## config.mk

```make
export PLATFORM = sky130hd
export DESIGN_NAME = vt52tc_decode
export DESIGN_NICKNAME = d
export VERILOG_FILES = /design/src/vt52_text_terminal_core_top_macros.svh /design/src/vt52tc_pkg.sv /design/src/vt52tc_decode.sv
export SDC_FILE = /design/constraint.sdc
export NUM_CORES = 1
export LEC_CHECK = 0
export BUFFER_PORTS_ARGS = -buffer_cell sky130_fd_sc_hd__buf_2
export CORE_ASPECT_RATIO = 0.6
export CORE_UTILIZATION = 50
export DETAILED_ROUTE_END_ITERATION = 10
export PLACE_DENSITY = 0.81
export SLEW_MARGIN = 20
export SYNTH_ARGS = -nofsm -noshare
export SYNTH_HDL_FRONTEND = slang
export SYNTH_SLANG_ARGS = --single-unit
```

## constraint.sdc

```tcl
create_clock -name vclk -period 4.09
set_input_delay 0.409 -clock vclk [all_inputs]
set_output_delay 0.409 -clock vclk [all_outputs]
set_load 0.02 [all_outputs]
```

## src/vt52_text_terminal_core_top_macros.svh

```systemverilog
// ----------------------------------------------------------------------------
// VT52 terminal core assertion macros
// Shared assertion shorthands; the user module must have i_clk and i_rst_n.
// ----------------------------------------------------------------------------
`ifndef VT52_TEXT_TERMINAL_CORE_TOP_MACROS_SVH
`define VT52_TEXT_TERMINAL_CORE_TOP_MACROS_SVH

// same-cycle implication
`define VT52TC_ASSERT_SAME(label, ante, cons, msg) \
    label: assert property (@(posedge i_clk) disable iff (!i_rst_n) (ante) |-> (cons)) \
        else $error(msg);

// next-cycle implication
`define VT52TC_ASSERT_NEXT(label, ante, cons, msg) \
    label: assert property (@(posedge i_clk) disable iff (!i_rst_n) (ante) |=> (cons)) \
        else $error(msg);

`endif

```

## src/vt52tc_pkg.sv

```systemverilog
// ----------------------------------------------------------------------------
// vt52tc_pkg
// Screen geometry, character codes, escape phases and shared types.
// ----------------------------------------------------------------------------
package vt52tc_pkg;

    localparam int ROWS   = 32;
    localparam int COLS   = 64;
    localparam int ROW_W  = 5;
    localparam int COL_W  = 6;
    localparam int CHAR_W = 7;
    localparam int DEPTH  = ROWS * COLS;
    localparam int ADDR_W = $clog2(DEPTH);

    typedef logic [ROW_W-1:0]  t_row;
    typedef logic [COL_W-1:0]  t_col;
    typedef logic [CHAR_W-1:0] t_char;
    typedef logic [ADDR_W-1:0] t_addr;

    localparam t_row  ROW_LAST  = t_row'(ROWS - 1);
    localparam t_col  COL_LAST  = t_col'(COLS - 1);
    localparam t_addr ADDR_LAST = t_addr'(DEPTH - 1);
    localparam t_addr LAST_ROW_BASE = t_addr'((ROWS - 1) * COLS);

    // escape phase codes (also the escape_phase output)
    localparam logic [1:0] ESC_NORMAL = 2'd0;
    localparam logic [1:0] ESC_START  = 2'd1;
    localparam logic [1:0] ESC_ROW    = 2'd2;
    localparam logic [1:0] ESC_COL    = 2'd3;

    // character codes
    localparam t_char CH_BS    = 7'h08;
    localparam t_char CH_TAB   = 7'h09;
    localparam t_char CH_LF    = 7'h0a;
    localparam t_char CH_CR    = 7'h0d;
    localparam t_char CH_ESC   = 7'h1b;
    localparam t_char CH_SPACE = 7'h20;
    localparam t_char CH_DEL   = 7'h7f;
    localparam t_char CH_UP    = 7'h41; // 'A'
    localparam t_char CH_DOWN  = 7'h42; // 'B'
    localparam t_char CH_RIGHT = 7'h43; // 'C'
    localparam t_char CH_LEFT  = 7'h44; // 'D'
    localparam t_char CH_HOME  = 7'h48; // 'H'
    localparam t_char CH_ERS_S = 7'h4a; // 'J'
    localparam t_char CH_ERS_L = 7'h4b; // 'K'
    localparam t_char CH_ADDR  = 7'h59; // 'Y'

    localparam logic [7:0] ADDR_BIAS = 8'd31;
    localparam logic [6:0] TAB_MASK  = 7'h78;
    localparam logic [6:0] TAB_STEP  = 7'd8;

    // one memory port set: one write, one read
    typedef struct packed {
        logic  we;
        t_addr waddr;
        t_char wdata;
        t_addr raddr;
    } t_mem_port;

    // block move then block clear
    typedef struct packed {
        logic  copy_en;
        t_addr copy_lo;   // first source address
        t_addr copy_hi;   // last source address
        t_addr offset;    // destination = source - offset
        t_addr zero_lo;
        t_addr zero_hi;
    } t_sweep_req;

    // effect of one character
    typedef struct packed {
        t_row       row;
        t_col       col;
        logic [1:0] esc;
        logic       wr;
        logic       sweep;
        t_sweep_req req;
    } t_step;

    function automatic t_addr cell_addr(input t_row r, input t_col c);
        cell_addr = t_addr'(t_addr'(r) * t_addr'(COLS)) + t_addr'(c);
    endfunction

endpackage

```

## src/vt52tc_decode.sv

```systemverilog
// ----------------------------------------------------------------------------
// vt52tc_decode
// Character decode: next cursor, escape phase, cell write and block request.
// ----------------------------------------------------------------------------
module vt52tc_decode (
    input  vt52tc_pkg::t_char i_ch,
    input  vt52tc_pkg::t_row  i_row,
    input  vt52tc_pkg::t_col  i_col,
    input  logic [1:0]        i_esc,
    output vt52tc_pkg::t_step o_step
);

    vt52tc_pkg::t_addr w_base;
    vt52tc_pkg::t_addr w_here;
    vt52tc_pkg::t_addr w_row_end;
    logic [7:0]        w_v;
    vt52tc_pkg::t_row  w_v_row;
    vt52tc_pkg::t_col  w_v_col;
    logic [6:0]        w_tab;
    vt52tc_pkg::t_col  w_tab_col;
    vt52tc_pkg::t_sweep_req w_scroll;

    assign w_base    = vt52tc_pkg::cell_addr(i_row, '0);
    assign w_here    = vt52tc_pkg::cell_addr(i_row, i_col);
    assign w_row_end = vt52tc_pkg::cell_addr(i_row, vt52tc_pkg::COL_LAST);

    // Y addressing byte, 8-bit wrap, clamped to the screen
    assign w_v     = {1'b0, i_ch} - vt52tc_pkg::ADDR_BIAS;
    assign w_v_row = (int'(w_v) >= vt52tc_pkg::ROWS) ? vt52tc_pkg::ROW_LAST
                                                     : vt52tc_pkg::t_row'(w_v);
    assign w_v_col = (int'(w_v) >= vt52tc_pkg::COLS) ? vt52tc_pkg::COL_LAST
                                                     : vt52tc_pkg::t_col'(w_v);

    assign w_tab     = ({1'b0, i_col} & vt52tc_pkg::TAB_MASK) + vt52tc_pkg::TAB_STEP;
    assign w_tab_col = (int'(w_tab) >= vt52tc_pkg::COLS) ? vt52tc_pkg::COL_LAST
                                                         : vt52tc_pkg::t_col'(w_tab);

    // one-line scroll: rows 1.. move up, last row cleared
    always_comb begin
        w_scroll         = '0;
        w_scroll.copy_en = 1'b1;
        w_scroll.copy_lo = vt52tc_pkg::t_addr'(vt52tc_pkg::COLS);
        w_scroll.copy_hi = vt52tc_pkg::ADDR_LAST;
        w_scroll.offset  = vt52tc_pkg::t_addr'(vt52tc_pkg::COLS);
        w_scroll.zero_lo = vt52tc_pkg::LAST_ROW_BASE;
        w_scroll.zero_hi = vt52tc_pkg::ADDR_LAST;
    end

    always_comb begin
        o_step     = '0;
        o_step.row = i_row;
        o_step.col = i_col;
        o_step.esc = i_esc;
        case (i_esc)
            vt52tc_pkg::ESC_ROW: begin
                o_step.row = w_v_row;
                o_step.esc = vt52tc_pkg::ESC_COL;
            end
            vt52tc_pkg::ESC_COL: begin
                o_step.col = w_v_col;
                o_step.esc = vt52tc_pkg::ESC_NORMAL;
            end
            vt52tc_pkg::ESC_START: begin
                o_step.esc = vt52tc_pkg::ESC_NORMAL;
                case (i_ch)
                    vt52tc_pkg::CH_ADDR: o_step.esc = vt52tc_pkg::ESC_ROW;
                    vt52tc_pkg::CH_UP: begin
                        if (i_row != '0) o_step.row = i_row - vt52tc_pkg::t_row'(1);
                    end
                    vt52tc_pkg::CH_DOWN: begin
                        if (i_row != vt52tc_pkg::ROW_LAST) begin
                            o_step.row = i_row + vt52tc_pkg::t_row'(1);
                        end
                    end
                    vt52tc_pkg::CH_RIGHT: begin
                        if (i_col != vt52tc_pkg::COL_LAST) begin
                            o_step.col = i_col + vt52tc_pkg::t_col'(1);
                        end
                    end
                    vt52tc_pkg::CH_LEFT: begin
                        if (i_col != '0) o_step.col = i_col - vt52tc_pkg::t_col'(1);
                    end
                    vt52tc_pkg::CH_HOME: begin
                        o_step.row = '0;
                        o_step.col = '0;
                    end
                    vt52tc_pkg::CH_ERS_S: begin
                        o_step.sweep       = 1'b1;
                        o_step.req.zero_lo = w_here;
                        o_step.req.zero_hi = vt52tc_pkg::ADDR_LAST;
                    end
                    vt52tc_pkg::CH_ERS_L: begin
                        o_step.sweep       = 1'b1;
                        o_step.req.zero_lo = w_here;
                        o_step.req.zero_hi = w_row_end;
                    end
                    default: ;
                endcase
            end
            default: begin
                case (i_ch)
                    vt52tc_pkg::CH_BS: begin
                        // pull the rest of the row left, blank the last cell
                        o_step.sweep       = 1'b1;
                        o_step.req.copy_en = 1'b1;
                        o_step.req.copy_lo = (i_col == '0)
                            ? w_base + vt52tc_pkg::t_addr'(1) : w_here;
                        o_step.req.copy_hi = w_row_end;
                        o_step.req.offset  = vt52tc_pkg::t_addr'(1);
                        o_step.req.zero_lo = w_row_end;
                        o_step.req.zero_hi = w_row_end;
                        if (i_col != '0) begin
                            o_step.col = i_col - vt52tc_pkg::t_col'(1);
                        end else if (i_row != '0) begin
                            o_step.row = i_row - vt52tc_pkg::t_row'(1);
                            o_step.col = vt52tc_pkg::COL_LAST;
                        end
                    end
                    vt52tc_pkg::CH_TAB: o_step.col = w_tab_col;
                    vt52tc_pkg::CH_LF: begin
                        o_step.col = '0;
                        if (i_row == vt52tc_pkg::ROW_LAST) begin
                            o_step.sweep = 1'b1;
                            o_step.req   = w_scroll;
                        end else begin
                            o_step.row = i_row + vt52tc_pkg::t_row'(1);
                        end
                    end
                    vt52tc_pkg::CH_CR:  o_step.col = '0;
                    vt52tc_pkg::CH_ESC: o_step.esc = vt52tc_pkg::ESC_START;
                    default: begin
                        if (i_ch >= vt52tc_pkg::CH_SPACE && i_ch != vt52tc_pkg::CH_DEL) begin
                            o_step.wr = 1'b1;
                            if (i_col != vt52tc_pkg::COL_LAST) begin
                                o_step.col = i_col + vt52tc_pkg::t_col'(1);
                            end else begin
                                o_step.col = '0;
                                if (i_row == vt52tc_pkg::ROW_LAST) begin
                                    o_step.sweep = 1'b1;
                                    o_step.req   = w_scroll;
                                end else begin
                                    o_step.row = i_row + vt52tc_pkg::t_row'(1);
                                end
                            end
                        end
                    end
                endcase
            end
        endcase
    end

endmodule

```

Word-level counts from Yosys, hierarchy flattened
Cells that the tools add are included.
- input port bits: 20
- output and inout port bits: 71
- flip-flop bits (word level): 0
- logic and storage cells: 78
- muxes and demuxes: 35
- equality and inequality tests: 20
- $lt $le $gt $ge: 4
- $add $sub $neg: 9
- reductions and logical operators: 10
- operator list (kind ; number):
    $pmux 57 s3 ; 1
    $mux 57 ; 2
    $pmux 22 s2 ; 2
    $mux 58 ; 1
    $eq 7x7->1 const B ; 8
    $pmux 5 s3 ; 3
    $mux 6 ; 6
    $pmux 6 s3 ; 2
    $mux 34 ; 1
    $mux 11 ; 3
    $mux 5 ; 6
    $eq 7x4->1 const B ; 4
    $pmux 6 s4 ; 1
    $add 11x1->11 const B ; 1
    $add 11x6->11 ; 1
    $add 11x6->11 const B ; 1
    $ge 8x6->1 const B ; 1
    $ge 8x7->1 const B ; 1
    $sub 7x5->8 const B ; 1
    $add 6x4->7 const B ; 1
    $eq 7x5->1 const B ; 1
    $ge 7x6->1 const B ; 1
    $ge 7x7->1 const B ; 1
    $ne 7x7->1 const B ; 1
    other kinds (20) ; 27

Longest topological paths before layout
Gate-level depths: netlist of run 1.
- depth after elaboration: 6
- gate-level depth with buffers: 10

Worst setup path before layout of run 1
Ideal clock, no wire load.
- path type: input port to output port
- start: input port i_ch[0]
- end: output port o_step[8] (netlist bit)
- arrival time: 2721 ps
- stages: 8
- setup slack: 960 ps
- required time: 3681 ps
- cells stage by stage: ha_1 and4_1 clkbuf_1 a21oi_2 a21oi_1 o31ai_1 nand2_1 nand2_1
- RTL lines (element ; RTL line ; source):
    from (decl) ; vt52tc_decode.sv:6 ; input vt52tc_pkg::t_char i_ch,
    to (decl) ; vt52tc_decode.sv:10 ; output vt52tc_pkg::t_step o_step

==> impl_results.md, run 1 <==
- Status: finished clean
- Initial antenna violation count: 0
- Die height: 55.3 µm
- Detailed Place HPWL: 6.95 mm
- Avg Inst Size Synth: a little over 6 µm²
- Area delta synth->final: 11.0%
- Min Tclk post-route: 3.38 ns
- Crit path cell chain: buf_2 > inv_1 > ha_1 > or4b_4 > nor4_2 > nand2_1 > o21ai_0 > a221oi_1 > a221oi_1 > buf_2
- Routed wire per std cell: between 15 and 20 µm
- Max-slew violations: 0
- Post-layout nets: roughly 460
- Pre-CTS setup slack: 0.838 ns
- Drt total wl: about 9.0 mm
- Antenna fix cells: 0
- Core area: 4320 µm²
- Commonest non-fill, non-tap cell in the layout: buf_2
- Via count: ~3.3k
- Slew @ Worst Pin: ~0.76 ns
- Sequential cells: 0
- MaxCap Viol Count: 0
- Pwr dens: 84.4 nW/µm²
- Clk pwr share: 0%
- Post-Synthesis Cells: 380
- Critical path arrival: 2.97 ns
- Chip width: 90.8 µm
- Design area: 2620 µm²
- Seq pwr share: 0%
- Sw frac: 67.8%
- P_leak: 1.34 nW
- Post-place instance area: 2620 µm²
- Worst hold path startpoint: i_col[4]
- Slowest CP cell: nor4_2
- CP startpoint: i_col[0]
- Setup Buffers After CTS: 0
- Post-route DRC: 0
- Worst min-delay path category: primary input to primary output
- Final Hold Vio Count: 0
- Layout Utilization: 60.7%
- YS warnings: 0
- DR iter-0 viols: 564
- Pin count of the biggest net entering global routing: 22
- Starting Density: 54.7%
- IO Pins: 91
- Synth unique cells: 74
- Pint: 71.4 µW
- Unrepaired setup endpoints after global routing: false
- Final setup viols: 0
- Row count: 18
- Switching power: 150 µW
- Worst stage delay on the critical path: 0.59 ns
- I/O Buffers: 82
- Post-cts resize count: 0
- Drt first pass iters: 6
- Vias in the first global route: 2703
- Grt ovf: 0
- VDD IR max: 0.0678 mV
- Final Worst Setup Slack: 0.706 ns
- Layout cell share with drive strength beyond 1: 25.0%
- Combinational share of power: 100.0%
- Critical path type: primary input to primary output
- Netlist Area Pre-Place: 2360 µm²
- Setup TNS: 0 ns
- Relative slew slack: between 40% and 50%
- Largest cells by area after synthesis: nand2_1, buf_4, ha_1, a21oi_1, o21ai_0
- Largest area contributor in the netlist: nand2_1
- FF/Latch Area: 0 µm²
- Worst-path fanout max: 12
- Clock buffers: 0
- Startpoint types: primary input
- Yosys top cell area share: 7.78%
- CP Capture Type: primary output
- Placer congestion estimate: 1.12
- Avg Vias per Cell: approximately 6.7
- Seq/Total Area, Yosys: 0%
- Max Fclk: 296 MHz
- Final ANT Viol Nets: 0
- CP endpoint: o_step[67]
- Most frequent cells in the layout: buf_2, nand2_1, nor2_1, a21oi_1, o21ai_0
- Die Footprint: 5010 µm²
- Period utilization: 82.7%
- Hold_buf cts: 0
- Global-route wire length before repair: 14.3 mm
- Gr usage total: 34.4%
- CP required: 3.68 ns
-- cell usage after synthesis, types with 2 or more instances --
master and number:
nor4b_1 2, mux2_2 3, or2_2 3, a21oi_1 26, and2_0 2, a31oi_1 9
and3_1 8, o31ai_1 3, nand4_1 2, buf_2 6, o22ai_1 2, nor3_1 12
o41ai_1 2, a221o_1 6, nor2b_1 6, o221ai_1 5, ha_1 13, nand3_1 17
a211oi_1 3, nand2_1 49, xor2_1 2, a21boi_0 2, xnor2_1 6, nor2_1 27
inv_1 18, or4b_4 2, a211o_1 2, and2_1 9, o31a_1 2, nand2b_1 6
o32ai_1 2, o2bb2ai_1 2, clkbuf_1 20, o21ai_0 25, o211ai_1 8, a21o_1 3
a221oi_1 6, buf_4 22, or3_1 2
-- power by group through the flow --
stage	logic, mW	registers, mW	clock network [mW]
after CTS	0.212	0	0
final	0.221	0	0
after global routing	0.236	0	0
after detailed placement	0.211	0	0
after floorplan	0.157	0	0
after global placement	0.210	0	0
-- stage by stage --
| stage | cells | hold WS (ns) | total power [mW] |
|---|---|---|---|
| 4_1_cts | 484 | 1.25 | 0.212 |
| 3_3_place_gp | 484 | 1.23 | 0.210 |
| 2_1_floorplan | 388 | 0.984 | 0.157 |
| 3_5_place_dp | 484 | 1.25 | 0.211 |
| 6_report | 484 | 1.25 | 0.221 |
| 5_1_grt | 484 | 1.29 | 0.236 |
-- cell type report --
class	instances	area [µm²]
multi-input cells	320	2050
fillers	444	1700
repair buffers	84	425
inverters	20	77.6
well taps	60	75.1
-- worst min path at each step --
stage	end	slack, ns	cells past startpoint
after floorplan	o_step[15]	0.98	2
after global placement	o_step[15]	1.23	4
after detailed placement	o_step[15]	1.25	4
after CTS	o_step[15]	1.25	4
after global routing	o_step[15]	1.29	4
final	o_step[15]	1.25	4
-- worst max-delay path: cells and delay by family --
family	cells	cell delay [ns]
buffers and inverters	3	0.52
adders and majority gates	1	0.28
AOI/OAI and AO/OA	3	0.46
and+or+nand+nor	3	1.31
-- metal layers --
metal | routed length [µm] | global-route usage [%] | up-vias
li1 | - | - | 1463
met1 | 3920 | 52.4 | 1440
met2 | 3340 | 45.6 | 309
met3 | 1580 | 13.2 | 38
met4 | 212 | 3.69 | 0
met5 | 0 | 0 | -
-- logic make-up after synthesis --
kind of cell | synth area share (%)
XOR/XNOR | 2.96
multiplexers | 1.85
AO/OA/AOI/OAI | 37.8
AND/OR/NAND/NOR | 35.6
other | 0.159
adder cells (fa/ha/maj) | 6.88
buffers and inverters | 14.7
No activity file was read; power rests on OpenSTA's default activity.
==> inputs of run 2 (changes only) <==
ABC_AREA = 1   (was unset)
CORE_UTILIZATION = 49   (was 50)
clock period = 2.8 ns   (was 4.09 ns; I/O delays follow)
==> impl_results.md, run 2 <==
- Grt ovf: 0
- Hold_buf cts: 0
- Pwr dens: approximately 120 nW/µm²
- Detailed Place HPWL: 8.23 mm
- CP required: about 2.5 ns
- Drt first pass iters: 6
- Placer congestion estimate: 1.12
- Critical path type: primary input to primary output
- Total power: 376 µW
- Final ANT Viol Nets: 0
- Largest area contributor in the netlist: nand2_1
- Avg Inst Size Synth: 5.00 µm²
- Startpoint types: primary input
- Cells after DPL: 679
- Die Footprint: around 5900 µm²
- I/O Buffers: 82
- Worst stage delay on the critical path: 0.26 ns
- Design area: about 3100 µm²
- Starting Density: between 50% and 60%
- Area delta synth->final: 11.1%
- Max Fclk: 406 MHz
- Antenna fix cells: 0
- Post-place instance area: 3060 µm²
- Post-Synthesis Cells: 552
- Row count: 20
- Routed wire per std cell: 15.0 µm
- Setup Buffers After CTS: 0
- Core area: ~5200 µm²
- Layout cell share with drive strength beyond 1: 23.2%
- Post-cts resize count: 0
- Largest cells by area after synthesis: nand2_1, nand3_1, nor2_1, inv_1, buf_4
- Period utilization: 88.1%
- Die height: approximately 60 µm
- Post-layout nets: 648
- MaxCap Viol Count: 0
- Seq/Total Area, Yosys: 0%
- Slew @ Worst Pin: 0.495 ns
- Commonest non-fill, non-tap cell in the layout: nand2_1
- Worst-path fanout max: 11
- Avg Vias per Cell: 5.76
- Relative slew slack: 66.7%
- Status: finished clean
- IO Pins: a little over 90
- Unrepaired setup endpoints after global routing: false
- Synth unique cells: 35
- Critical path arrival: 2.19 ns
- Post-route DRC: 0
- Pin count of the biggest net entering global routing: 22
- Max-slew violations: 0
- Initial antenna violation count: 0
- Crit path cell chain: buf_2 > ha_1 > nand3_1 > nor2_2 > nand3_4 > nand2_2 > nand3_2 > nand3_2 > inv_2 > o21ai_1 > buf_2
- DR iter-0 viols: 608
- Setup TNS: 0 ns
- Final Hold Vio Count: 0
- YS warnings: 0
- Final Worst Setup Slack: 0.334 ns
- Pre-CTS setup slack: between 0.3 and 0.4 ns
- Fin cells: 679
- Via count: ~3.9k
- Clock buffers: 0
- Yosys top cell area share: 25.6%
- Final setup viols: 0
- Chip width: between 90 and 100 µm
- Min Tclk post-route: 2.47 ns
- Worst min-delay path category: primary input to primary output
- Sequential cells: 0
- Synth top cells by count: nand2_1, nor2_1, nand3_1
- Worst Hold Path Cells: 3
- Global-route wire length before repair: ~17 mm
- Slowest CP cell: nor2_2
- Vias in the first global route: 3315
- Top-count cell post-synth: nand2_1
- P_leak: roughly 1.9 nW
- Most frequent cells in the layout: nand2_1, buf_2, nor2_1, nand3_1, inv_1
- CP Capture Type: primary output
- Netlist Area Pre-Place: 2760 µm²
- Gr usage total: 35.1%
- Drt total wl: 10.2 mm
- VDD IR max: between 0.06 and 0.07 mV
- FF/Latch Area: 0 µm²
==> run 2: cell count changes in the layout (fill, tap and decap cells not counted), sizes merged, moves of 11 or more <==
| cell | before | now |
|---|---|---|
| nand2 | 49 | 196 |
| nor2 | 28 | 96 |
| nand3 | 17 | 74 |
| inv | 19 | 65 |
| a21oi | 27 | 11 |
| and2 | 11 | 0 |
==> run 2: routing by layer <==
metal,global-route usage (%),part of all wire (%),vias to the layer above
met1,52.1,42,1691
li1,-,-,1839
met3,9.36,18,24
met5,0,0,-
met2,50.3,38,357
met4,5.12,1.1,0
==> run 2: critical path, delay by kind of cell <==
kind                       cells  cell delay, ns
and+or+nand+nor                6            1.12
AOI/OAI and AO/OA              1            0.13
adders and majority gates      1            0.24
buffers and inverters          3            0.42
==> run 2: report_power, final <==
part	switching, mW	total [mW]	internal (mW)
logic	0.270	0.376	0.106
clock network	0	0	0
registers	0	0	0
==> run 2: layout make-up <==
| type | instances | area (µm²) |
|---|---|---|
| multi-input combinational | 458 | 2270 |
| tap | 66 | 82.6 |
| inverter | 67 | 256 |
| timing repair buffer | 88 | 455 |
| fill | 566 | 2170 |
==> run 2: worst paths after layout <==
check,start,end
worst min-delay path,i_esc[0],o_step[58]
worst max-delay path,i_col[1],o_step[9]
==> run 2: cell families (layout without fill, tap and decap cells) <==
family,count (synthesis),in the layout,synth area share (%)
simple gates,379,379,63.0
buf+inv,102,155,18.8
compound gates,52,52,10.6
fa+ha+maj,13,13,5.90
xor+xnor,5,5,1.59
other cells,1,9,0.136
==> run 2: stage by stage <==
stage	utilization, %	hold WS (ns)
after floorplan	-	0.731
after global placement	58.6	0.946
after detailed placement	58.6	0.960
after CTS	58.6	0.962
after global routing	58.6	1.03
final	58.6	0.980
==> inputs of run 3 (changes only) <==
CORE_ASPECT_RATIO = 1.5   (was 0.6)
RECOVER_POWER = 100   (was unset)
==> impl_results.md, run 3 (synthesis gave the netlist of run 2 again) <==
- Status: finished clean
- I/O Buffers: 82
- Sequential cells: 0
- DR top layer: met4
- Setup Buffers After CTS: 0
- MaxCap Viol Count: 0
- Drt first pass iters: 5
- Max-slew violations: 0
- Chip width: 63.3 µm
- DR iter-0 viols: about 260
- Antenna fix cells: 0
- Area delta synth->final: 9.21%
- Met3 wire length: 596 µm
- Critical path arrival: 2.25 ns
- Most frequent cells in the layout: nand2_1, nor2_1, nand3_1, inv_1, clkbuf_1
- Critical path type: primary input to primary output
- FF/Latch Area: 0 µm²
- Worst-path fanout max: 11
- Grt ovf: 0
- Pwr dens: 121 nW/µm²
- Vias in the first global route: around 3.2k
- Core area: around 5500 µm²
- Startpoint types: primary input
- Clock buffers: 0
- Starting Density: 50.6%
- Delay-heaviest family, CP: simple AND/OR/NAND/NOR gates
- Crit path cell chain: buf_2 > ha_1 > nand3_1 > nor2_2 > nand3_4 > nand2_2 > nand3_2 > nand3_2 > inv_2 > o21ai_1 > clkbuf_1
- Slowest CP cell: nand3_2
- CP most frequent cell: nand3_2
- Pin count of the biggest net entering global routing: 22
- P_leak: 1.75 nW
- Die Footprint: a little under 6000 µm²
- M1 WL: 3.77 mm
- Layout cell share with drive strength beyond 1: 15.1%
- Fin cells: 684
- IO Pins: between 90 and 100
- Die height: 93.9 µm
- Hold_buf cts: 0
- Setup TNS: 0 ns
- Via count: approximately 3.7k
- Final Worst Setup Slack: roughly 0.27 ns
- Post-cts resize count: 0
- Worst Hold Path Cells: 3
- Row count: 33
- Final ANT Viol Nets: 0
- Post-route DRC: 0
- CP required: ~2.5 ns
- Unrepaired setup endpoints after global routing: false
- Pre-CTS setup slack: between 0.3 and 0.4 ns
- Initial antenna violation count: 0
- Period utilization: 90.2%
- Min Tclk post-route: ~2.5 ns
- Commonest non-fill, non-tap cell in the layout: nand2_1
- Routed wire per std cell: between 10 and 15 µm
- Final setup viols: 0
- Detailed Place HPWL: 8.22 mm
- Met2 routed wirelength: 5.19 mm
- Gr usage total: between 30% and 40%
- CP Depth: 11
- Worst stage delay on the critical path: ~0.26 ns
- Avg Vias per Cell: 5.43
- Worst min-delay path category: primary input to primary output
- WP buf/inv: 3
- Drt total wl: 10.0 mm
- Final Hold Vio Count: 0
- Max Fclk: 396 MHz
- VDD IR max: 0.0646 mV
- Placer congestion estimate: 1.10
- Global-route wire length before repair: 15.8 mm
- Cells after DPL: 684
- CP Capture Type: primary output
- Post-layout nets: roughly 650
[run 3: worst paths after layout]
path	from	end	slack, ns
min	i_esc[0]	o_step[58]	1.03
max	i_col[1]	o_step[9]	0.27
[run 3: per-layer routing]
metal  vias to the layer above  global-route usage (%)
met4                         0                    17.4
met5                         -                       0
met2                       167                    62.8
met3                        37                    2.31
met1                      1661                    37.2
li1                       1852                       -
[run 3: cell type report]
class,count,area (µm²)
inverter,67,256
tap,70,87.6
timing repair buffer,89,403
multi-input combinational,458,2260
fill,688,2440
[run 3: where the power goes]
part	internal, mW	total, mW	leakage [nW]	switching [mW]
Sequential	0	0	0	0
Clock	0	0	0	0
Combinational	0.103	0.366	1.75	0.263
[run 3: tightest hold or removal path, cell delays in order]
cell and delay [ns]:
buf_2 0.14, o21ai_0 0.14, clkbuf_1 0.19
[run 3: stage by stage]
stage | util (%) | instance area [µm²] | power, mW | hold WS (ns)
after floorplan | - | 2790 | 0.264 | 0.731
after detailed placement | 56.5 | 3080 | 0.364 | 0.993
after global placement | 56.5 | 3080 | 0.364 | 0.977
after CTS | 56.5 | 3080 | 0.365 | 0.992
final | 55.3 | 3010 | 0.366 | 1.03
after global routing | 55.3 | 3010 | 0.405 | 1.06
