<file path="src/vt52_text_terminal_core_top_macros.svh">
// ----------------------------------------------------------------------------
// VT52 terminal core assertion macros
// Shared assertion shorthands; the user module must have i_clk and i_rst_n.
// ----------------------------------------------------------------------------
`ifndef VT52_TEXT_TERMINAL_CORE_TOP_MACROS_SVH
`define VT52_TEXT_TERMINAL_CORE_TOP_MACROS_SVH

// same-cycle implication
`define VT52TC_ASSERT_SAME(label, ante, cons, msg) \
    label: assert property (@(posedge i_clk) disable iff (!i_rst_n) (ante) |-> (cons)) \
        else $error(msg);

// next-cycle implication
`define VT52TC_ASSERT_NEXT(label, ante, cons, msg) \
    label: assert property (@(posedge i_clk) disable iff (!i_rst_n) (ante) |=> (cons)) \
        else $error(msg);

`endif

</file>
<file path="src/vt52tc_pkg.sv">
// ----------------------------------------------------------------------------
// vt52tc_pkg
// Screen geometry, character codes, escape phases and shared types.
// ----------------------------------------------------------------------------
package vt52tc_pkg;

    localparam int ROWS   = 32;
    localparam int COLS   = 64;
    localparam int ROW_W  = 5;
    localparam int COL_W  = 6;
    localparam int CHAR_W = 7;
    localparam int DEPTH  = ROWS * COLS;
    localparam int ADDR_W = $clog2(DEPTH);

    typedef logic [ROW_W-1:0]  t_row;
    typedef logic [COL_W-1:0]  t_col;
    typedef logic [CHAR_W-1:0] t_char;
    typedef logic [ADDR_W-1:0] t_addr;

    localparam t_row  ROW_LAST  = t_row'(ROWS - 1);
    localparam t_col  COL_LAST  = t_col'(COLS - 1);
    localparam t_addr ADDR_LAST = t_addr'(DEPTH - 1);
    localparam t_addr LAST_ROW_BASE = t_addr'((ROWS - 1) * COLS);

    // escape phase codes (also the escape_phase output)
    localparam logic [1:0] ESC_NORMAL = 2'd0;
    localparam logic [1:0] ESC_START  = 2'd1;
    localparam logic [1:0] ESC_ROW    = 2'd2;
    localparam logic [1:0] ESC_COL    = 2'd3;

    // character codes
    localparam t_char CH_BS    = 7'h08;
    localparam t_char CH_TAB   = 7'h09;
    localparam t_char CH_LF    = 7'h0a;
    localparam t_char CH_CR    = 7'h0d;
    localparam t_char CH_ESC   = 7'h1b;
    localparam t_char CH_SPACE = 7'h20;
    localparam t_char CH_DEL   = 7'h7f;
    localparam t_char CH_UP    = 7'h41; // 'A'
    localparam t_char CH_DOWN  = 7'h42; // 'B'
    localparam t_char CH_RIGHT = 7'h43; // 'C'
    localparam t_char CH_LEFT  = 7'h44; // 'D'
    localparam t_char CH_HOME  = 7'h48; // 'H'
    localparam t_char CH_ERS_S = 7'h4a; // 'J'
    localparam t_char CH_ERS_L = 7'h4b; // 'K'
    localparam t_char CH_ADDR  = 7'h59; // 'Y'

    localparam logic [7:0] ADDR_BIAS = 8'd31;
    localparam logic [6:0] TAB_MASK  = 7'h78;
    localparam logic [6:0] TAB_STEP  = 7'd8;

    // one memory port set: one write, one read
    typedef struct packed {
        logic  we;
        t_addr waddr;
        t_char wdata;
        t_addr raddr;
    } t_mem_port;

    // block move then block clear
    typedef struct packed {
        logic  copy_en;
        t_addr copy_lo;   // first source address
        t_addr copy_hi;   // last source address
        t_addr offset;    // destination = source - offset
        t_addr zero_lo;
        t_addr zero_hi;
    } t_sweep_req;

    // effect of one character
    typedef struct packed {
        t_row       row;
        t_col       col;
        logic [1:0] esc;
        logic       wr;
        logic       sweep;
        t_sweep_req req;
    } t_step;

    function automatic t_addr cell_addr(input t_row r, input t_col c);
        cell_addr = t_addr'(t_addr'(r) * t_addr'(COLS)) + t_addr'(c);
    endfunction

endpackage

</file>
<file path="src/vt52tc_sweep.sv">
// ----------------------------------------------------------------------------
// vt52tc_sweep
// Memory walker: optional block move toward lower addresses, then block clear.
// Comes out of reset clearing the whole screen.
// ----------------------------------------------------------------------------
module vt52tc_sweep (
    input  logic                   i_clk,
    input  logic                   i_rst_n,
    input  logic                   i_start,
    input  vt52tc_pkg::t_sweep_req i_req,
    input  vt52tc_pkg::t_char      i_rdata,
    output vt52tc_pkg::t_mem_port  o_mem,
    output logic                   o_busy
);

    `include "vt52_text_terminal_core_top_macros.svh"

    typedef enum logic [3:0] {
        SW_IDLE  = 4'b0001,
        SW_COPY  = 4'b0010,
        SW_FLUSH = 4'b0100,
        SW_ZERO  = 4'b1000
    } t_phase;

    t_phase            r_phase, n_phase;
    vt52tc_pkg::t_addr r_ptr, n_ptr;
    vt52tc_pkg::t_addr r_hi, n_hi;
    vt52tc_pkg::t_addr r_off, n_off;
    vt52tc_pkg::t_addr r_zlo, n_zlo;
    vt52tc_pkg::t_addr r_zhi, n_zhi;
    logic              r_wb_valid, n_wb_valid;
    vt52tc_pkg::t_addr r_wb_addr, n_wb_addr;

    always_comb begin
        n_phase    = r_phase;
        n_ptr      = r_ptr;
        n_hi       = r_hi;
        n_off      = r_off;
        n_zlo      = r_zlo;
        n_zhi      = r_zhi;
        n_wb_valid = 1'b0;
        n_wb_addr  = r_wb_addr;
        case (r_phase)
            SW_IDLE: begin
                if (i_start) begin
                    n_hi  = i_req.copy_hi;
                    n_off = i_req.offset;
                    n_zlo = i_req.zero_lo;
                    n_zhi = i_req.zero_hi;
                    if (i_req.copy_en) begin
                        n_phase = SW_COPY;
                        n_ptr   = i_req.copy_lo;
                    end else begin
                        n_phase = SW_ZERO;
                        n_ptr   = i_req.zero_lo;
                    end
                end
            end
            SW_COPY: begin
                // read source now, write it to the destination in the next cycle
                n_wb_valid = 1'b1;
                n_wb_addr  = r_ptr - r_off;
                if (r_ptr == r_hi) begin
                    n_phase = SW_FLUSH;
                end else begin
                    n_ptr = r_ptr + vt52tc_pkg::t_addr'(1);
                end
            end
            SW_FLUSH: begin
                n_phase = SW_ZERO;
                n_ptr   = r_zlo;
            end
            SW_ZERO: begin
                if (r_ptr == r_zhi) begin
                    n_phase = SW_IDLE;
                end else begin
                    n_ptr = r_ptr + vt52tc_pkg::t_addr'(1);
                end
            end
            default: n_phase = SW_IDLE;
        endcase
    end

    always_ff @(posedge i_clk) begin
        if (!i_rst_n) begin
            r_phase    <= SW_ZERO;
            r_ptr      <= '0;
            r_zhi      <= vt52tc_pkg::ADDR_LAST;
            r_wb_valid <= 1'b0;
        end else begin
            r_phase    <= n_phase;
            r_ptr      <= n_ptr;
            r_zhi      <= n_zhi;
            r_wb_valid <= n_wb_valid;
        end
    end

    always_ff @(posedge i_clk) begin
        r_hi      <= n_hi;
        r_off     <= n_off;
        r_zlo     <= n_zlo;
        r_wb_addr <= n_wb_addr;
    end

    always_comb begin
        o_mem.raddr = r_ptr;
        o_mem.we    = 1'b0;
        o_mem.waddr = r_ptr;
        o_mem.wdata = '0;
        if (r_wb_valid) begin
            o_mem.we    = 1'b1;
            o_mem.waddr = r_wb_addr;
            o_mem.wdata = i_rdata;
        end else if (r_phase == SW_ZERO) begin
            o_mem.we = 1'b1;
        end
    end

    assign o_busy = (r_phase != SW_IDLE);

    `VT52TC_ASSERT_SAME(a_zero_writes_blank, r_phase == SW_ZERO, o_mem.we && (o_mem.wdata == '0), "clear phase must write blanks")
    `VT52TC_ASSERT_SAME(a_move_no_overlap, r_wb_valid, o_mem.waddr != o_mem.raddr, "move write hits the cell being read")
    `VT52TC_ASSERT_NEXT(a_flush_to_zero, r_phase == SW_FLUSH, (r_phase == SW_ZERO) && !r_wb_valid, "flush must hand over to clear")

endmodule

</file>
<file path="config.mk">
export PLATFORM = sky130hd
export DESIGN_NAME = vt52tc_sweep
export DESIGN_NICKNAME = d
export VERILOG_FILES = /design/src/vt52tc_pkg.sv /design/src/vt52tc_sweep.sv
export VERILOG_INCLUDE_DIRS = /design/src /design/src/src
export SDC_FILE = /design/constraint.sdc
export NUM_CORES = 1
export LEC_CHECK = 0
export BUFFER_PORTS_ARGS = -buffer_cell sky130_fd_sc_hd__buf_2
export CORE_MARGIN = 2
export CORE_UTILIZATION = 57
export DETAILED_ROUTE_END_ITERATION = 12
export GPL_TIMING_DRIVEN = 1
export PLACE_DENSITY = 0.85
export SETUP_SLACK_MARGIN = 0.2
export SLEW_MARGIN = 15
export SYNTH_ARGS = -nofsm -noshare
export SYNTH_HDL_FRONTEND = slang
export SYNTH_SLANG_ARGS = --single-unit
</file>
<file path="constraint.sdc">
create_clock -name i_clk -period 4.68 [get_ports i_clk]
set_input_delay 0.936 -clock i_clk [delete_from_list [all_inputs] [get_ports i_clk]]
set_output_delay 0.936 -clock i_clk [all_outputs]
set_load 0.02 [all_outputs]
</file>
Yosys cells after proc, flatten, opt, wreduce, memory -nomap -nowiden
Index checks and enable logic that the tools add are counted.
{"block": "totals", "ff_bits": 71, "input_bits": 66, "output_inout_bits": 31, "word_cells": 40}
{"block": "op_classes", "addsub": 2, "n_eq_ne": 12, "muxes": 14, "reduce_logical": 4}
{"cell": "two-way mux 11 bit", "n": 4}
{"cell": "case mux 11 bit (4 select lines)", "n": 1}
{"cell": "equality test 11 bit", "n": 2}
{"cell": "two-way mux 18 bit", "n": 1}
{"cell": "two-way mux 4 bit", "n": 4}
{"cell": "case mux 4 bit (4 select lines)", "n": 1}
{"cell": "adder 11 x 1 -> 11 bit (second input constant)", "n": 1}
{"cell": "subtractor 11 bit", "n": 1}
{"cell": "!= test 2 bit (second input constant)", "n": 5}
{"cell": "equality test 4 x 1 -> 1 bit (second input constant)", "n": 1}
{"cell": "equality test 4 x 2 -> 1 bit (second input constant)", "n": 1}
{"cell": "equality test 4 x 3 -> 1 bit (second input constant)", "n": 1}
{"cell": "equality test 4 bit (second input constant)", "n": 1}
{"cell": "!= test 4 x 1 -> 1 bit (second input constant)", "n": 1}
{"cell": "AND reduction 4 bit", "n": 1}
{"cell": "nonzero test 4 bit", "n": 1}
{"cell": "two-way mux 1 bit", "n": 3}
{"cell": "AND reduction 3 bit", "n": 1}
{"cell": "AND reduction 2 bit", "n": 1}

Longest topological paths before layout
Gate-level depths: netlist (run 1).
{"block": "logic_depth", "word_depth": 3, "mapped_depth": 10, "depth_no_buf": 10}

Worst setup path after synthesis (run 1)
Ideal clock, no wire load.
{"block": "synth_path", "kind": "input port to flip-flop", "from": "in i_start", "to": "reg r_hi[0] (enable)", "setup_ns": 0.410, "arrival_ns": 2.230, "t_required_ns": 4.270, "path_slack_ns": 2.040, "path_stages": 3, "cell_sequence": "nand2_1 -> inv_2 -> clkbuf_1"}
{"block": "synth_via", "elab_chain_len": 1}
{"item": "from (decl)", "line_no": "vt52tc_sweep.sv:9", "text": "input logic i_start,"}
{"item": "AND reduction 2 bit (no line)"}
{"item": "to (signal assigned)", "line_no": "vt52tc_sweep.sv:99", "text": "r_hi <= n_hi;"}
{"item": "to (decl)", "line_no": "vt52tc_sweep.sv:27", "text": "vt52tc_pkg::t_addr r_hi, n_hi;"}
No other way between the ends.
A chain may end at the register's enable or synchronous reset.

==> results of run 1 <==
## stage by stage
stage,util,cells,instance area [um2],hold WS (ns),total power [uW]
2_1_floorplan,-,355,3700,0.459,1090
4_1_cts,0.696,525,4390,0.491,1690
3_3_place_gp,0.665,509,4200,0.474,1200
6_report,0.696,525,4390,0.487,1690
5_1_grt,0.696,525,4390,0.516,1780
3_5_place_dp,0.665,509,4200,0.480,1210
## power groups by stage
stage / combinational, uW / sequential, uW / clock (uW)
after floorplan: 313 / 774 / 0
after global placement: 403 / 794 / 0
after detailed placement: 415 / 798 / 0
after CTS: 419 / 784 / 489
after global routing: 467 / 791 / 519
final: 420 / 785 / 484
## kinds of logic after synthesis
kind of cell | count (synthesis) | share of synthesized area
AO/OA/AOI/OAI | 57 | 0.108
XOR/XNOR | 34 | 0.0804
adder cells (fa/ha/maj) | 12 | 0.0426
buffers and inverters | 39 | 0.0443
flip-flops | 71 | 0.503
multiplexers | 21 | 0.0608
AND/OR/NAND/NOR | 121 | 0.161
## worst min-delay path, delay by kind of cell, from the launching register on
family,cells,cell delay (ns)
flops,1,0.33
simple gates,2,0.12
## layer usage
| metal | vias to the layer above | GRT usage |
|---|---|---|
| li1 | 1449 | - |
| met1 | 1433 | 0.320 |
| met2 | 151 | 0.414 |
| met3 | 10 | 0.0718 |
| met4 | 0 | 0.0693 |
| met5 | - | 0 |
## path summary, 6_finish.rpt
path / startpoint / endpoint / slack [ns] / cells after the start
max reg2reg: r_ptr[0] / r_wb_addr[10] / 1.96 / 10
min reg2reg: r_zhi[8] / r_zhi[8] / 0.49 / 2
max: r_phase[3] / o_mem[29] / 1.95 / 3
min: r_zhi[8] / r_zhi[8] / 0.49 / 2
## cell type report
cell class | count | area [um2]
inverters | 18 | 67.6
fillers | 483 | 1920
flip-flops and latches | 71 | 1860
repair buffers | 98 | 495
clock inverters | 6 | 67.6
clock buffers | 10 | 128
multi-input cells | 245 | 1680
well taps | 77 | 96.3
## cells in the mapped netlist (all sizes together) (6+ instances only)
cell,instances
buf,7
mux2i,9
edfxtp,44
xor2,28
clkbuf,14
inv,18
nor3,12
nand3,19
xnor2,6
ha,11
and2,9
a21oi,10
o31ai,6
mux2,12
dfxtp,27
o21ai,11
nor2,18
nand2,44
## sequential cells by signal, summed over array words and instances (netlist names)
| name | flops |
|---|---|
| r_hi | 11 |
| r_off | 11 |
| r_phase | 4 |
| r_ptr | 11 |
| r_wb_addr | 11 |
| r_wb_valid | 1 |
| r_zhi | 11 |
| r_zlo | 11 |
==> results.py, run 1 <==
metrics = {
    "timing": {
        "period_minus_slack_ns": 2.73,
        "max_slew_margin": 0.421,
        "rsz0062_at_grt": "no",
        "tightest_slew_ns": 0.866,
        "post-route-worst-setup-slack_ns": 1.95,
        "setup_tns_ns": 0,
        "finalCritPeriodShare": 0.584,
        "fmax_ghz": 0.366,
        "final_hold_viol_count": 0,
        "drv_slew": 0,
        "clock_skew_ns": 0.0102,
        "finalSetupViolations": 0,
    },
    "clocking": {
        "cts-root-buf": "clkbuf_8",
        "htreeDepth": 3,
        "cts_resized": 0,
        "cts_tree": "built",
        "cts_num_sinks": 71,
        "insertion_delay_ns": 0.35,
        "cts.reportedPaths.clkPinSlew_ns": 0.08,
        "post_cts_buffers": 0,
        "cts_made_buffers": 9,
        "clockBufferDepth": 2,
        "hold_buffers": 0,
    },
    "power": {
        "p_sw_uw": 553,
        "switching_share": 0.327,
        "combPwrFrac": 0.249,
        "p_leak_uw": 0.00193,
        "power_per_cell_area_nw_per_um2": 384,
        "seq_power_share": 0.465,
        "p_int_uw": 1140,
        "clockPowerShare": 0.287,
        "peakVddDrop_mv": 0.313,
    },
    "synthesis": {
        "synth-seq-cells": 71,
        "netlist.area_leader.share": 0.357,
        "synth_ff_type": "edfxtp_1",
        "synthArstFlopShare": 0,
        "synth_edf_count": 44,
        "yosys_warnings": 0,
        "synth_area_per_cell_um2": 10.4,
        "ys_seq_area_frac": 0.503,
        "ys_types": 52,
        "synth_fp_nets": 433,
        "synthCells": 355,
        "yosys.area.top_type": "edfxtp_1",
        "ys_top_cells_by_area": "edfxtp_1 (36%), dfxtp_1 (15%), xor2_1 (6.6%)",
        "netlist_area_um2": 3700,
    },
    "routing": {
        "drt_iter0_markers": 217,
        "wl_met3_um": 784,
        "routed_wl_mm": 8.68,
        "route.met2.wl_mm": 4.22,
        "ant_nets": 0,
        "dr.pass1.iters": 5,
        "drc_errors": 0,
        "vias": 3043,
        "wl_per_cell_um": 16.5,
        "maxUsedRoutingLayer": "met4",
        "wl_met1_mm": 3.59,
        "via_per_inst": 5.80,
    },
    "worst_setup_path": {
        "cpPeakStageDelay_ns": 0.64,
        "cp.buffers_inverters": 1,
        "crit_fanout": 6,
        "worstPathRequired_ns": 3.74,
        "cp.arrival_ns": 1.80,
        "critPathSlowestCell": "nor4b_1",
        "path_class": "reg -> out",
        "end_kind": "output port",
        "cp_cell_sequence": "nor4b_1, or2_2, buf_2",
        "cp-start-kind": "register",
        "crit_family": "simple AND/OR/NAND/NOR gates",
    },
    "floorplan": {
        "die_w_um": 84.6,
        "core-area_um2": 6310,
        "ios": 97,
        "fp.dieH_um": 84.6,
        "row_count": 29,
        "dieArea_um2": 7160,
        "start_util": 0.587,
    },
    "grt": {
        "grt-ovfl-total": 0,
        "grt_pass1_vias": 2868,
        "grtUsageTotal": 0.249,
        "antenna_found_initial": 0,
        "grt_max_degree": 45,
        "grt_first_pass_wirelength_mm": 13.8,
    },
    "final_layout": {
        "area_growth_syn_to_layout_pct": 18.6,
        "finalNetCount": 521,
        "final_cell_mix": "buf_2 (96), edfxtp_1 (44), nand2_1 (43)",
        "antenna_cells": 0,
        "layout_commonest_cell": "buf_2",
        "drive_gt1_frac": 0.299,
    },
    "placed_design": {
        "port_buffers": 96,
        "pre_cts_slack_ns": 2.01,
        "dp_hpwl_mm": 6.07,
        "place_congestion": 0.861,
    },
    "run_status": {
        "outcome": "finished, final reports clean",
    },
    "min_path": {
        "hp-class": "reg -> reg",
    },
    "flow_run": {
        "max-cap-violations": 0,
    },
}
Power figures use the tool's default switching activity.
==> run 2, diff against run 1 <==
--- a/config.mk
+++ b/config.mk
@@ -8,10 +8,10 @@
 export LEC_CHECK = 0
 export BUFFER_PORTS_ARGS = -buffer_cell sky130_fd_sc_hd__buf_2
 export CORE_MARGIN = 2
-export CORE_UTILIZATION = 57
+export CORE_UTILIZATION = 53
 export DETAILED_ROUTE_END_ITERATION = 12
 export GPL_TIMING_DRIVEN = 1
-export PLACE_DENSITY = 0.85
+export PLACE_DENSITY = 0.8
 export SETUP_SLACK_MARGIN = 0.2
 export SLEW_MARGIN = 15
 export SYNTH_ARGS = -nofsm -noshare
==> constraint.sdc (replaced) <==
create_clock -name i_clk -period 2.7 [get_ports i_clk]
set_input_delay 0.54 -clock i_clk [delete_from_list [all_inputs] [get_ports i_clk]]
set_output_delay 0.54 -clock i_clk [all_outputs]
set_load 0.02 [all_outputs]
==> run 2 against run 1 <==
  * Non-clock buffer count is 15 higher
  * Utilization is 2.7 points lower
  * Critical path depth is 7 higher
  * Sequential cell count stayed put
  * Final cell count is 6.5% higher
  * Hold slack worse by 0.12 ns
  * Setup slack worse by 1.6 ns
  * Register-to-register slack worse by 1.6 ns
  * Clock skew is 0.0018 ns lower
  * Sequential power is 68% higher
  * Largest cell class unchanged
==> results.py, run 2 (synthesis gave the netlist of run 1 again) <==
metrics = {
    "run_status": {
        "outcome": "finished, final reports clean",
    },
    "clocking": {
        "cts_tree": "built",
        "cts_num_sinks": 71,
        "cts-root-buf": "clkbuf_8",
        "clockBufferDepth": 2,
        "cts_made_buffers": 9,
        "cts.reportedPaths.clkPinSlew_ns": 0.08,
        "insertion_delay_ns": 0.35,
        "htreeDepth": 3,
    },
    "floorplan": {
        "fp.dieH_um": 87.6,
        "dieArea_um2": 7670,
        "row_count": 30,
        "core-area_um2": 6790,
        "ios": 97,
        "start_util": 0.545,
        "die_w_um": 87.6,
    },
    "grt": {
        "antenna_found_initial": 0,
        "grt-ovfl-total": 0,
        "grt_pass1_vias": 2879,
        "grtUsageTotal": 0.248,
        "grt_max_degree": 26,
        "grt_first_pass_wirelength_mm": 14.1,
    },
    "final_layout": {
        "fin_area_um2": 4540,
        "final_cell_mix": "buf_2 (96), edfxtp_1 (44), nand2_1 (43)",
        "antenna_cells": 0,
        "layout.cells.non_filler": 559,
        "nFillCells": 549,
        "final_core_util": 0.669,
        "layout_commonest_cell": "buf_2",
        "drive_gt1_frac": 0.324,
        "finalNetCount": 536,
        "area_growth_syn_to_layout_pct": 22.6,
    },
    "flow_run": {
        "max-cap-violations": 0,
    },
    "timing": {
        "clock_skew_ns": 0.00843,
        "finalCritPeriodShare": 0.885,
        "finalSetupViolations": 0,
        "tightest_slew_ns": 0.756,
        "period_minus_slack_ns": 2.39,
        "max_slew_margin": 0.489,
        "fmax_ghz": 0.419,
        "final_hold_viol_count": 0,
        "rsz0062_at_grt": "no",
        "drv_slew": 0,
        "setup_tns_ns": 0,
    },
    "routing": {
        "wl_per_cell_um": 16.4,
        "drt_iter0_markers": 298,
        "drc_errors": 0,
        "via_per_inst": 5.49,
        "vias": 3070,
        "routed_wl_mm": 9.18,
        "ant_nets": 0,
        "dr.pass1.iters": 5,
    },
    "worst_setup_path": {
        "path_class": "reg -> reg",
        "startpoint": "r_ptr[0]",
        "r2r_slack_ns": 0.31,
        "cp-start-kind": "register",
        "worstPathRequired_ns": 2.80,
        "worstReg2RegStart": "r_ptr[0]",
        "end_kind": "register",
        "crit_fanout": 3,
        "cp.arrival_ns": 2.49,
        "r2r_cells": 10,
        "r2r-end": "r_wb_addr[8]",
        "cp-endpoint": "r_wb_addr[8]",
    },
    "power": {
        "p_leak_uw": 0.00201,
        "peakVddDrop_mv": 0.350,
        "clockPowerShare": 0.271,
        "p_int_uw": 1990,
        "p_sw_uw": 982,
        "power_per_cell_area_nw_per_um2": 654,
        "combPwrFrac": 0.285,
        "switching_share": 0.331,
        "seq_power_share": 0.444,
    },
    "placed_design": {
        "port_buffers": 96,
        "dp_hpwl_mm": 6.67,
        "place_congestion": 0.858,
        "numPlacedInstances": 542,
        "post_dp_cell_area_um2": 4330,
    },
    "min_path": {
        "hp-class": "in -> reg",
    },
}
## run 2: cell types whose count changed in the layout (fill, tap and decap cells not counted), sizes merged
cell	delta
clkinv	+1
bufinv	-1
buf	+15
clkbuf	+3
inv	-3
## run 2: worst min-delay path by stage
stage,start,cells past startpoint,endpoint,slack [ns]
after floorplan,r_zhi[0],2,r_zhi[0],0.46
after global placement,r_zhi[9],2,r_zhi[9],0.47
after detailed placement,r_zhi[6],2,r_zhi[6],0.48
after CTS,i_req[35],1,r_hi[2],0.36
after global routing,i_req[35],1,r_hi[2],0.36
final,i_req[35],1,r_hi[2],0.36
## run 2: timing repair
item | 4_1_cts | 5_1_grt
setup buffers | 0 | 1
resized for setup | 0 | 3
hold buffers | 0 | 0
endpoints found under the setup margin | 0 | 2
## run 2: worst max-delay path, stage by stage (launching register included)
cell      delay, ns
dfxtp_1        0.31
inv_1          0.11
ha_1           0.19
inv_1          0.05
fa_1           0.41
a21o_1         0.18
a21o_1         0.22
a311oi_4       0.30
o21bai_1       0.10
a21oi_1        0.20
xnor2_1        0.08
## run 2: layout make-up
class                      count  area, um2  share of cell area
sequential                    71       1860               0.410
multi-input combinational    245       1700               0.374
timing repair buffer         113        608               0.134
clock buffer                  13        169              0.0372
tap                           96        120              0.0264
inverter                      18       67.6              0.0149
clock inverter                 3       16.3             0.00358
## run 2: power by group through the flow
stage / Sequential [uW] / Combinational (uW) / Clock (uW)
floorplan: 1340 / 545 / 0
global placement: 1340 / 795 / 0
detailed placement: 1340 / 819 / 0
CTS: 1320 / 823 / 809
global route: 1330 / 923 / 852
finish: 1320 / 846 / 805
## run 2: metal layers
| layer | vias up | wire (um) | GRT usage |
|---|---|---|---|
| li1 | 1475 | - | - |
| met1 | 1427 | 3880 | 0.310 |
| met2 | 148 | 4540 | 0.424 |
| met3 | 20 | 609 | 0.0518 |
| met4 | 0 | 148 | 0.0937 |
| met5 | - | 0 | 0 |
## run 2: stage by stage
| stage | hold slack (ns) | total power, uW | worst slack [ns] |
|---|---|---|---|
| CTS | 0.357 | 2950 | 0.202 |
| global route | 0.355 | 3100 | 0.223 |
| detailed placement | 0.479 | 2160 | 0.223 |
| finish | 0.365 | 2970 | 0.311 |
| global placement | 0.471 | 2130 | 0.310 |
| floorplan | 0.459 | 1890 | 0.230 |
==> run 3, diff against run 2 <==
--- a/config.mk
+++ b/config.mk
@@ -12,7 +12,8 @@
 export DETAILED_ROUTE_END_ITERATION = 12
 export GPL_TIMING_DRIVEN = 1
 export PLACE_DENSITY = 0.8
-export SETUP_SLACK_MARGIN = 0.2
+export REMOVE_ABC_BUFFERS = 1
+export SETUP_SLACK_MARGIN = 0.5
 export SLEW_MARGIN = 15
 export SYNTH_ARGS = -nofsm -noshare
 export SYNTH_HDL_FRONTEND = slang
==> constraint.sdc (replaced) <==
create_clock -name i_clk -period 2.64 [get_ports i_clk]
set_input_delay 0.528 -clock i_clk [delete_from_list [all_inputs] [get_ports i_clk]]
set_output_delay 0.528 -clock i_clk [all_outputs]
set_load 0.02 [all_outputs]
==> run 3 against run 2 <==
  * Non-clock buffer count is 1 higher
  * Clock skew is 0.00064 ns lower
  * Wire length is 2.5% lower
  * Sequential share of layout area is 0.96 points lower
  * Die area stayed put
  * Critical path depth stayed put
  * Power is 10% higher
  * Clock power is 25% higher
  * Count of clock-buffer cells in the layout is 1 lower
  * Setup slack better by 0.17 ns
  * Utilization is 1.8 points higher
  * Critical endpoint is now r_wb_addr[10]
==> results.py, run 3 (synthesis gave the netlist of run 1 again) <==
metrics = {
    "run_status": {
        "outcome": "finished, final reports clean",
    },
    "timing": {
        "setup_tns_ns": 0,
        "period_minus_slack_ns": 2.16,
        "post-route-worst-setup-slack_ns": 0.479,
        "finalCritPeriodShare": 0.819,
        "rsz0062_at_grt": "yes",
        "fmax_ghz": 0.463,
        "drv_slew": 0,
        "max_slew_margin": 0.528,
        "final_hold_viol_count": 0,
        "finalSetupViolations": 0,
        "tightest_slew_ns": 0.704,
        "clock_skew_ns": 0.00779,
    },
    "floorplan": {
        "fp.dieH_um": 87.6,
        "row_count": 30,
        "start_util": 0.545,
        "dieArea_um2": 7670,
        "ios": 97,
        "core-area_um2": 6790,
        "die_w_um": 87.6,
    },
    "routing": {
        "dr.pass1.iters": 4,
        "vias": 3015,
        "ant_nets": 0,
        "drc_errors": 0,
        "routed_wl_mm": 8.95,
        "drt_iter0_markers": 288,
        "wl_per_cell_um": 16.0,
        "via_per_inst": 5.38,
    },
    "worst_setup_path": {
        "worstPathRequired_ns": 2.73,
        "cp.arrival_ns": 2.25,
        "end_kind": "register",
        "r2r_cells": 10,
        "crit_fanout": 3,
        "cp-start-kind": "register",
        "path_class": "reg -> reg",
    },
    "power": {
        "switching_share": 0.304,
        "clockPowerShare": 0.309,
        "p_int_uw": 2280,
        "power_per_cell_area_nw_per_um2": 701,
        "combPwrFrac": 0.279,
        "seq_power_share": 0.412,
        "p_sw_uw": 994,
        "peakVddDrop_mv": 0.341,
        "p_leak_uw": 0.00205,
    },
    "final_layout": {
        "multi_input_area_um2": 1750,
        "nFillCells": 517,
        "finalNetCount": 537,
        "drive_gt1_frac": 0.349,
        "layout.cells.non_filler": 560,
        "area_growth_syn_to_layout_pct": 25.9,
        "layout_commonest_cell": "buf_2",
        "final_cell_mix": "buf_2 (96), edfxtp_1 (44), nand2_1 (43)",
        "antenna_cells": 0,
        "seq_area_um2": 1870,
    },
    "placed_design": {
        "pre_cts_slack_ns": 0.104,
        "dp_hpwl_mm": 6.34,
        "numPlacedInstances": 540,
        "place_congestion": 0.917,
        "port_buffers": 96,
    },
    "grt": {
        "grt-ovfl-total": 0,
        "antenna_found_initial": 0,
        "grt_max_degree": 39,
        "grt_pass1_vias": 2822,
        "grtUsageTotal": 0.241,
        "grt_first_pass_wirelength_mm": 13.8,
    },
    "clocking": {
        "cts.reportedPaths.clkPinSlew_ns": 0.07,
        "insertion_delay_ns": 0.34,
        "cts-root-buf": "clkbuf_8",
        "clockBufferDepth": 2,
        "cts_num_sinks": 71,
        "cts_made_buffers": 9,
        "cts_tree": "built",
        "htreeDepth": 3,
    },
    "min_path": {
        "hp-class": "in -> reg",
        "min_path_cells": 1,
    },
    "flow_run": {
        "max-cap-violations": 0,
    },
}
-- run 3: cell types whose count changed in the layout (fill, tap and decap cells not counted), moves of 2 or more --
cell	before	now
dfxtp_1	27	23
dfxtp_2	0	4
bufinv_16	0	3
clkbuf_8	12	9
inv_1	17	14
inv_2	1	4
clkbuf_1	1	3
-- run 3: metal layers --
metal  up-vias  track usage  part of all wire
met4         0       0.0853             0.017
met5         -            0                 0
met1      1398        0.307              0.41
met3        15       0.0434             0.075
li1       1479            -                 -
met2       123        0.413              0.50
-- run 3: what timing repair did --
item,CTS,global route
pin swaps,7,3
setup buffers,3,1
gates resized for setup,10,12
hold buffers,0,0
setup endpoints to repair,7,19
-- run 3: layout make-up --
| cell class | count | share of cell area |
|---|---|---|
| Sequential cell | 71 | 0.400 |
| Clock inverter | 4 | 0.0201 |
| Multi-Input combinational cell | 245 | 0.375 |
| Tap cell | 96 | 0.0258 |
| Timing Repair Buffer | 114 | 0.135 |
| Inverter | 18 | 0.0145 |
| Clock buffer | 12 | 0.0290 |
-- run 3: power groups by stage --
stage	Clock [uW]	Combinational (uW)	Sequential (uW)
final	1010	914	1350
after global placement	0	815	1360
after CTS	1020	885	1340
after global routing	1060	995	1350
after detailed placement	0	844	1360
after floorplan	0	479	1400
-- run 3: worst max-delay path: stages (launching register included) --
cell	delay (ns)
dfxtp_2	0.32
inv_2	0.07
ha_4	0.14
inv_2	0.04
fa_2	0.35
a21o_1	0.17
a21o_1	0.20
a311oi_4	0.27
o21ai_1	0.11
a21oi_1	0.17
xnor2_1	0.08
-- run 3: metrics by stage --
| stage | total power (uW) | util | cell area, um2 | hold slack (ns) |
|---|---|---|---|---|
| floorplan | 1880 | - | 3610 | 0.459 |
| global placement | 2180 | 0.637 | 4330 | 0.468 |
| detailed placement | 2210 | 0.637 | 4330 | 0.479 |
| CTS | 3240 | 0.680 | 4620 | 0.351 |
| global route | 3410 | 0.686 | 4660 | 0.346 |
| finish | 3270 | 0.686 | 4660 | 0.360 |
-- run 3: worst paths after layout --
kind                                start       endpoint  slack (ns)
worst min-delay path            i_req[26]       r_off[4]        0.36
worst max-delay path             r_ptr[0]  r_wb_addr[10]        0.48
worst max register to register   r_ptr[0]  r_wb_addr[10]        0.48
worst min register to register   r_zhi[4]       r_zhi[4]        0.49
